--- config.mk ---
export PLATFORM = sky130hd
export DESIGN_NAME = tbwp_agen
export DESIGN_NICKNAME = d
export VERILOG_FILES = /design/src/hw/rtl/tbwp_pkg.sv /design/src/hw/rtl/tbwp_agen.sv
export SDC_FILE = /design/constraint.sdc
export NUM_CORES = 1
export LEC_CHECK = 0
export ABC_AREA = 1
export BUFFER_PORTS_ARGS = -buffer_cell sky130_fd_sc_hd__buf_2
export CORE_MARGIN = 4
export CORE_UTILIZATION = 35
export DETAILED_ROUTE_END_ITERATION = 16
export GPL_TIMING_DRIVEN = 0
export PLACE_DENSITY = 0.74
export SETUP_SLACK_MARGIN = 0.05
export SYNTH_ARGS = -nofsm -noshare
export SYNTH_HDL_FRONTEND = slang
export SYNTH_SLANG_ARGS = --single-unit
--- constraint.sdc ---
create_clock -name vclk -period 3.7
set_clock_uncertainty 0.1 [all_clocks]
set_input_delay 0.555 -clock vclk [all_inputs]
set_output_delay 0.555 -clock vclk [all_outputs]
set_load 0.01 [all_outputs]
--- src/hw/rtl/tbwp_pkg.sv ---
// Shared types and constants for the tiled background/window pixel renderer.
`default_nettype none

package tbwp_pkg;

    // Video memory geometry (byte offsets from the CPU address 0x8000)
    localparam int VRAM_BYTES = 8192;
    localparam int VRAM_AW    = $clog2(VRAM_BYTES);

    localparam logic [15:0] VRAM_BASE = 16'h8000;

    localparam logic [VRAM_AW-1:0] MAP_LOW_OFS       = VRAM_AW'(16'h9800 - VRAM_BASE);
    localparam logic [VRAM_AW-1:0] MAP_HIGH_OFS      = VRAM_AW'(16'h9C00 - VRAM_BASE);
    localparam logic [VRAM_AW-1:0] DATA_UNSIGNED_OFS = VRAM_AW'(16'h8000 - VRAM_BASE);
    localparam logic [VRAM_AW-1:0] DATA_SIGNED_OFS   = VRAM_AW'(16'h8800 - VRAM_BASE);

    // Window column register holds the column plus this offset
    localparam logic [7:0] WIN_X_OFS = 8'd7;

    // display control bit positions
    localparam int LCDC_BG_ON    = 0;
    localparam int LCDC_BG_MAP   = 3;
    localparam int LCDC_TILE_SEL = 4;
    localparam int LCDC_WIN_ON   = 5;
    localparam int LCDC_WIN_MAP  = 6;

    localparam int CFG_IDX_W = 3;

    // Configuration register indexes
    localparam logic [CFG_IDX_W-1:0] CFG_DISP_CTRL     = 3'd0;
    localparam logic [CFG_IDX_W-1:0] CFG_BG_OFS_Y      = 3'd1;
    localparam logic [CFG_IDX_W-1:0] CFG_BG_OFS_X      = 3'd2;
    localparam logic [CFG_IDX_W-1:0] CFG_WINDOW_TOP    = 3'd3;
    localparam logic [CFG_IDX_W-1:0] CFG_WINDOW_LEFT   = 3'd4;
    localparam logic [CFG_IDX_W-1:0] CFG_BG_PALETTE    = 3'd5;

    // Item kinds carried on tuser
    typedef enum logic [1:0] {
        MODE_WRITE = 2'd0,
        MODE_PIXEL = 2'd1,
        MODE_EOL   = 2'd2
    } t_mode;

    typedef struct packed {
        logic [7:0] disp_ctrl;
        logic [7:0] bg_ofs_y;
        logic [7:0] bg_ofs_x;
        logic [7:0] window_top;
        logic [7:0] window_left_raw;
        logic [7:0] bg_palette;
    } t_cfg;

    typedef enum logic {
        STEP_MAP   = 1'b0,
        STEP_PLANE = 1'b1
    } t_step;

    // Request into the address unit
    typedef struct packed {
        t_step      step;
        logic [7:0] column;
        logic [7:0] line;
        logic [7:0] tnum;
        logic [2:0] yfine;
        logic       plane;
    } t_agen_req;

    // Fine (within-tile) coordinates of the map fetch
    typedef struct packed {
        logic [2:0] x;
        logic [2:0] y;
    } t_fine;

    function automatic logic [7:0] shade_to_gray(input logic [1:0] shade);
        logic [7:0] g;
        case (shade)
            2'd0:    g = 8'd255;
            2'd1:    g = 8'd170;
            2'd2:    g = 8'd85;
            default: g = 8'd0;
        endcase
        return g;
    endfunction

endpackage

`default_nettype wire

--- src/hw/rtl/tbwp_agen.sv ---
// Shared video memory address unit: tile map address or tile plane address.
`default_nettype none

module tbwp_agen (
    input  tbwp_pkg::t_cfg                   i_cfg,
    input  tbwp_pkg::t_agen_req              i_req,
    output logic [tbwp_pkg::VRAM_AW-1:0]     o_addr,
    output tbwp_pkg::t_fine                  o_fine
);
    import tbwp_pkg::*;

    logic [7:0]         win_col;
    logic               use_win;
    logic [7:0]         xp;
    logic [7:0]         yp;
    logic               map_hi;
    logic [VRAM_AW-1:0] map_addr;
    logic [7:0]         tile_eff;
    logic [VRAM_AW-1:0] data_base;
    logic [VRAM_AW-1:0] tile_addr;

    // window vs scrolled background
    always_comb begin
        win_col = i_cfg.window_left_raw - WIN_X_OFS;
        use_win = i_cfg.disp_ctrl[LCDC_WIN_ON] && (i_cfg.window_top <= i_req.line)
                  && (i_req.column >= win_col);
        if (use_win) begin
            yp     = i_req.line - i_cfg.window_top;
            xp     = i_req.column - win_col;
            map_hi = i_cfg.disp_ctrl[LCDC_WIN_MAP];
        end else begin
            yp     = i_req.line + i_cfg.bg_ofs_y;
            xp     = i_req.column + i_cfg.bg_ofs_x;
            map_hi = i_cfg.disp_ctrl[LCDC_BG_MAP];
        end
        map_addr = (map_hi ? MAP_HIGH_OFS : MAP_LOW_OFS) + VRAM_AW'({yp[7:3], xp[7:3]});
    end

    // tile data: unsigned from 0x8000, or signed around 0x9000 (0x8800 + (n+128)*16)
    always_comb begin
        if (i_cfg.disp_ctrl[LCDC_TILE_SEL]) begin
            tile_eff  = i_req.tnum;
            data_base = DATA_UNSIGNED_OFS;
        end else begin
            tile_eff  = i_req.tnum ^ 8'h80;
            data_base = DATA_SIGNED_OFS;
        end
        tile_addr = data_base + VRAM_AW'({tile_eff, i_req.yfine, i_req.plane});
    end

    always_comb begin
        unique case (i_req.step)
            STEP_MAP:   o_addr = map_addr;
            STEP_PLANE: o_addr = tile_addr;
            default:    o_addr = map_addr;
        endcase
        o_fine.x = xp[2:0];
        o_fine.y = yp[2:0];
    end

endmodule

`default_nettype wire

Yosys cells after proc, flatten, opt, wreduce, memory -nomap -nowiden
Cells that the tools add are included.
{"block": "op_classes", "addsub": 7, "magnitude_cmp": 2, "muxes": 7, "n_bitwise": 2, "reduce_logical": 2}
{"op": "13-bit one-hot mux with 2 select lines", "count": 1}
{"op": "8-bit two-way mux", "count": 3}
{"op": "8-bit adder", "count": 2}
{"op": "8-bit subtractor", "count": 2}
{"op": "12-bit by 11-bit adder with 13-bit output", "count": 1}
{"op": "13-bit by 12-bit adder with 13-bit output", "count": 1}
{"op": "12-bit two-way mux", "count": 1}
{"op": "11-bit two-way mux", "count": 1}
{"op": "8-bit greater-or-equal comparator", "count": 1}
{"op": "8-bit <= comparator", "count": 1}
{"op": "8-bit by 3-bit subtractor with 8-bit output (second input constant)", "count": 1}
{"op": "1-bit logical AND", "count": 2}
{"op": "1-bit NOT", "count": 2}
{"op": "1-bit two-way mux", "count": 1}
{"block": "totals", "register_bits": 0, "in_bits": 77}

Depth between registers and ports, before layout
Gate-level depths: netlist of the first run.
{"block": "depth", "word_depth": 7, "mapped_depth": 16, "ltp_nobuf": 16}

Worst setup path before layout of the first run
No wires, ideal clock.
{"block": "synth_timing", "path_kind": "input port to output port", "start": "input i_cfg[8] in the netlist's numbering", "end": "output o_fine[1] in the netlist's numbering", "t_arrival_ns": 2.407, "required_ns": 3.045, "path_slack_ns": 0.638, "cell_stages": 14, "path_buffers": 1, "cell_sequence": "ha_1 nand2_1 nand2_1 nor3_1 xnor2_1 ha_1 nand2_1 inv_1 a21oi_1 nand3_2 inv_1 nor2_4 buf_6 o21ai_0"}
{"element": "start: declaration", "line": "tbwp_agen.sv:5", "rtl": "input tbwp_pkg::t_cfg i_cfg,"}
{"element": "end: declaration", "line": "tbwp_agen.sv:8", "rtl": "output tbwp_pkg::t_fine o_fine"}

Worst setup path after layout of the first run
{"block": "layout_timing", "start": "input i_cfg[8] in the netlist's numbering", "end": "output o_addr[6] in the netlist's numbering"}
{"block": "layout_via", "elab_chain_len": 6}
{"element": "8-bit by 3-bit subtractor with 8-bit output (*)", "line": "tbwp_agen.sv:24", "rtl": "win_col = i_cfg.window_left_raw - WIN_X_OFS;"}
{"element": "8-bit greater-or-equal comparator", "line": "tbwp_agen.sv:26", "rtl": "&& (i_req.column >= win_col);"}
{"element": "1-bit logical AND", "line": "tbwp_agen.sv:26"}
{"element": "8-bit two-way mux", "line": "tbwp_agen.sv:27", "rtl": "if (use_win) begin"}
{"element": "12-bit by 11-bit adder with 13-bit output (*)", "line": "tbwp_agen.sv:36", "rtl": "map_addr = (map_hi ? MAP_HIGH_OFS : MAP_LOW_OFS) + VRAM_AW'({yp[7:3], xp[7:3]});"}
{"element": "13-bit one-hot mux with 2 select lines (*)", "line": "tbwp_agen.sv:52", "rtl": "unique case (i_req.step)"}
{"element": "end: declaration", "line": "tbwp_agen.sv:7", "rtl": "output logic [tbwp_pkg::VRAM_AW-1:0] o_addr,"}
Mark *: on every way between the ends. The rest lies on a longest branch, timed or not.

==> run metrics, run 1 <==
status=completed; # diodes=0; Syn Area/Cell=5.25 µm²; Max-cap violations=0; sequential cell area=0 µm²; Ports=96; Hold Path Sink=o_addr[12]; synthesized area=2030 µm²; multi-input logic area=1660 µm²; HP Class=in2out; VDD IR-drop max=0.0000712 V; share of post-route cells with drive strength above 1=0.208; Post-Route Setup TNS=0 ns; first-pass GRT wire length=8960 µm; Syn. warnings=0; top-count cell post-synth=nand2_1; PnR worst setup slack=0.280 ns; hold_buf cts=0; final worst-path cycle share=0.924; hold depth=3; drt wl/cell=9.99 µm; Area growth syn-to-layout=26.1%; top cell type's share of synthesized area=0.289; Slew @ Worst Pin=0.467 ns; pre-CTS WS=0.144 ns; core area=5570 µm²; final setup violation count=0; Power Total=431 µW; vias=2419; PwrDens=169 nW/µm²; Distinct cells, synth=25; FF+latch count=0; # rows=27; Detailed Route WL=5430 µm; router iterations before antenna repair=4; CP required=3.04 ns; number of nets in the final layout=585; vias per cell=4.45; Post-Route Utilization=0.459; fill cell count=628; relative slew slack=0.689; CP Launch Type=input pin; final hold vios=0; DRT iter0 DRCs=90; Worst Path Arrival=2.77 ns; hold_ws=1.27 ns; syn nets=498; grt ovf=0; gr usage total=0.143; RSZ-0062 raised after global routing=false; Fmax=0.292 GHz; Synth Instances=386; Synth top cells by count=nand2_1 (156), inv_1 (91), ha_1 (31), nand3_1 (31), xor2_1 (13); Initial Util=0.364; Hold Crit Start=i_cfg[44]; critical path class=in2out; initial antenna violation count=0; Residual DRC=0; vias in the first global route=2197; Die ar.=7070 µm²; Die Y-Extent=84.1 µm; Port Buffers=84; CP Capture Type=output port; clkbuf count=0; sequential element share of the synthesized area=0; dominant cell type by area after synthesis=nand2_1; Post-DRT Antenna Nets=0; Detailed Place HPWL=4840 µm; GPL Wtd Cong=0.853; Crit Path Max Fanout=10; die width=84.1 µm; largest net degree at the start of global routing=11; top post-synthesis cells by area=nand2_1 (29%), ha_1 (19%), inv_1 (17%); Final Critical Period=3.42 ns; Leak Pwr=0.00173 µW; fin. max-slew vios=0
## logic make-up (layout without fill, tap and decap cells)
logic type                 Yosys count  count (layout)  share of synthesized area
adders and majority gates           35              35                      0.231
buffers and inverters               96             181                      0.186
AOI/OAI and AO/OA                   20              20                     0.0506
and+or+nand+nor                    215             215                      0.446
xor gates and xnor gates            20              20                     0.0864
## worst max-delay path by stage
stage	start	to	depth (start not counted)
2_1_floorplan	i_cfg[8]	o_fine[1]	14
3_3_place_gp	i_cfg[8]	o_addr[6]	17
3_5_place_dp	i_cfg[8]	o_addr[6]	17
4_1_cts	i_cfg[8]	o_addr[6]	17
5_1_grt	i_cfg[8]	o_addr[3]	18
6_report	i_cfg[8]	o_addr[6]	17
## through the flow
stage	instances	cell area (µm²)
6_report	543	2560
5_1_grt	543	2560
4_1_cts	542	2540
3_5_place_dp	542	2540
3_3_place_gp	542	2540
2_1_floorplan	386	2030
## per-layer routing
metal  wire [µm]  GRT usage  part of all wire
met1        2530      0.190              0.47
met2        2630      0.267              0.48
met3         249    0.00790             0.046
met4          17    0.00439            0.0031
met5           0          0                 0
## critical path, cell delays in order
cell	delay (ns)
buf_2	0.11
ha_1	0.22
nand2_1	0.08
nand2_1	0.09
nor3_2	0.13
xnor2_1	0.18
ha_1	0.31
nand2_1	0.10
inv_1	0.06
a21oi_2	0.14
nand3_2	0.11
nand3_2	0.09
clkbuf_4	0.21
nand2_1	0.08
nand3_1	0.11
nand2_1	0.05
buf_2	0.13
## report_power, final
group	total (µW)	switching, µW	internal, µW
Clock	0	0	0
Combinational	431	251	181
Sequential	0	0	0
Total	431	251	181
## placed cells by master (no fill, tap or decap), drive strengths merged
master and count:
o21ai 7, nor3 2, xnor2 7, nand4 3, fa 4, nand3b 2, nor2 13, inv 91
a31oi 2, buf 87, nand2 158, a21oi 11, clkbuf 3, ha 31, xor2 13, or2 3
nand3 34
## what timing repair did
| item | in CTS | in global routing |
|---|---|---|
| buffers inserted | 0 | 1 |
| endpoints found under the setup margin | 0 | 13 |
| gates resized for setup | 0 | 3 |
## area by class of cell
type               count  area share
plain buffers          5      0.0147
inverters             91       0.134
multi-input cells    290       0.649
well taps             72      0.0352
repair buffers        85       0.167
Note: power is estimated with default switching activity, not from simulation.
==> run 2: changes to the inputs <==
--- a/config.mk
+++ b/config.mk
@@ -11,7 +11,7 @@
 export CORE_UTILIZATION = 35
 export DETAILED_ROUTE_END_ITERATION = 16
 export GPL_TIMING_DRIVEN = 0
-export PLACE_DENSITY = 0.74
+export PLACE_DENSITY = 0.65
 export SETUP_SLACK_MARGIN = 0.05
 export SYNTH_ARGS = -nofsm -noshare
 export SYNTH_HDL_FRONTEND = slang
==> constraint.sdc (replaced) <==
create_clock -name vclk -period 3.16
set_clock_uncertainty 0.1 [all_clocks]
set_input_delay 0.474 -clock vclk [all_inputs]
set_output_delay 0.474 -clock vclk [all_outputs]
set_load 0.01 [all_outputs]
==> run 2 against run 1 <==
Against the previous run: count of clock-buffer cells in the layout is the same; first-iteration DRC count shrank 27%; final area grew 9.3%; sequential share of layout area is the same; sequential cell count is the same; hold slack lost 0.17 ns; non-clock buffer count grew 7; global-route usage grew 1.1 points; largest cell class unchanged.
==> run metrics, run 2 (synthesized netlist as in run 1, its figures left out) <==
fin. max-slew vios=0 (unchanged); Ports=96 (unchanged); share of post-route cells with drive strength above 1=0.285 (+0.0765); DRT iter0 DRCs=66 (-27%); status=completed; Area growth syn-to-layout=37.8%; VDD IR-drop max=0.0000986 V (+38%); FF+latch count=0 (unchanged); metal3 WL=261 µm (+4.8%); Detailed Place HPWL=4630 µm (-4.4%); grt ovf=0 (unchanged); commonest cells after routing, fill and taps aside=nand2_1 (140), inv_1 (89), buf_2 (80); Worst Path Arrival=2.50 ns (-0.27 ns); Slew @ Worst Pin=0.638 ns (+0.171 ns); Leak Pwr=0.00181 µW (+4.6%); Fmax=0.325 GHz; hold_buf cts=0 (unchanged); Final Critical Period=3.07 ns; most common cell after layout, fill and taps aside=nand2_1; WL met2=2860 µm (+8.7%); clkbuf count=0 (unchanged); relative slew slack=0.575 (-0.114); Post-Route Utilization=0.501 (+0.0426); sequential cell area=0 µm² (unchanged); HP Class=in2out; most frequent CP cell=nand2_2; # diodes=0 (unchanged); Combinational Power Share=1.000 (about the same); CP max stage cell=ha_1; PwrDens=204 nW/µm² (+21%); final worst-path cycle share=0.972; Die Y-Extent=84.1 µm (unchanged); Seq pwr share=0 (unchanged); vias per cell=4.43 (-0.58%); highest metal used=met3; router iterations before antenna repair=4 (unchanged); Detailed Route WL=5710 µm (+5.2%); switch share=0.574 (-0.00724); CP Capture Type=output port; critical path, cell by cell=buf_6 -> ha_4 -> nand2_2 -> nand2_2 -> nor3_2 -> xnor2_1 -> ha_1 -> nand2_2 -> nor2_4 -> nand2_2 -> nand3_4 -> nand3_4 -> buf_6 -> or2_0 -> o21ai_1 -> buf_2; GPL Wtd Cong=0.833 (-2.4%); first-pass GRT wire length=9550 µm (+6.5%); die width=84.1 µm (unchanged); CP Launch Type=input pin; Die ar.=7070 µm² (unchanged); Switching Power=327 µW (+30%); Crit path max-delay family=simple AND/OR/NAND/NOR gates; internal power=243 µW (+34%); Port Buffers=84 (unchanged); Clk pwr share=0 (unchanged); pre-CTS WS=-0.237 ns (-0.381 ns); PnR worst setup slack=0.0876 ns (-0.192 ns); Initial Util=0.364 (unchanged); initial antenna violation count=0 (unchanged); Residual DRC=0 (unchanged); vias=2436 (+0.70%); # rows=27 (unchanged); CP required=2.59 ns (-0.45 ns); Max-cap violations=0 (unchanged); critical path class=in2out; met1 WL=2590 µm (+2.3%); drt wl/cell=10.4 µm (+3.9%); Crit Path Max Fanout=5 (-5); worst path bufs/invs=3 (-1); gr usage total=0.154 (+0.0109); RSZ-0062 raised after global routing=true; Post-DRT Antenna Nets=0 (unchanged); largest net degree at the start of global routing=11 (unchanged); final hold vios=0 (unchanged); core area=5570 µm² (unchanged); number of nets in the final layout=592 (+1.2%); slowest stage delay, CP=0.32 ns (about the same); final setup violation count=0 (unchanged); vias in the first global route=2315 (+5.4%)
## run 2: tightest hold or removal path: cells and delay by family
kind,cells,cell delay [ns]
AOI/OAI and AO/OA,1,0.05
buffers and inverters,2,0.20
## run 2: area by class of cell
cell class	instances	area (µm²)
fill	631	2780
multi-input combinational	290	1800
timing repair buffer	92	517
inverter	91	342
tap	72	90.1
buffer	5	41.3
## run 2: timing repair
action                                  CTS  global route
gates resized for setup                  29            26
setup buffers                             2             3
pin swaps                                14            14
gates cloned                              3             0
endpoints found under the setup margin   17            17
## run 2: power by group through the flow
stage,sequential (µW),combinational (µW),clock [µW]
finish,0,569,0
global route,0,646,0
CTS,0,535,0
detailed placement,0,499,0
global placement,0,493,0
floorplan,0,349,0
## run 2: routing by layer
layer / GRT usage / vias to the layer above
met4: 0 / 0
met5: 0 / -
met3: 0.0109 / 0
met2: 0.298 / 51
met1: 0.196 / 1032
li1: - / 1353
## run 2: final timing paths
kind,startpoint,endpoint,slack [ns],cells past startpoint
min,i_cfg[44],o_addr[12],1.10,3
max,i_cfg[9],o_fine[1],0.09,16
## run 2: through the flow
step                setup TNS (ns)  cells  hold slack [ns]  power (µW)  area [µm²]
floorplan                        0    386            0.955         349        2030
global placement             -2.35    542             1.10         493        2540
detailed placement           -2.57    542             1.10         499        2540
CTS                              0    547             1.11         535        2670
global route               -0.0246    550             1.12         646        2790
finish                           0    550             1.10         569        2790
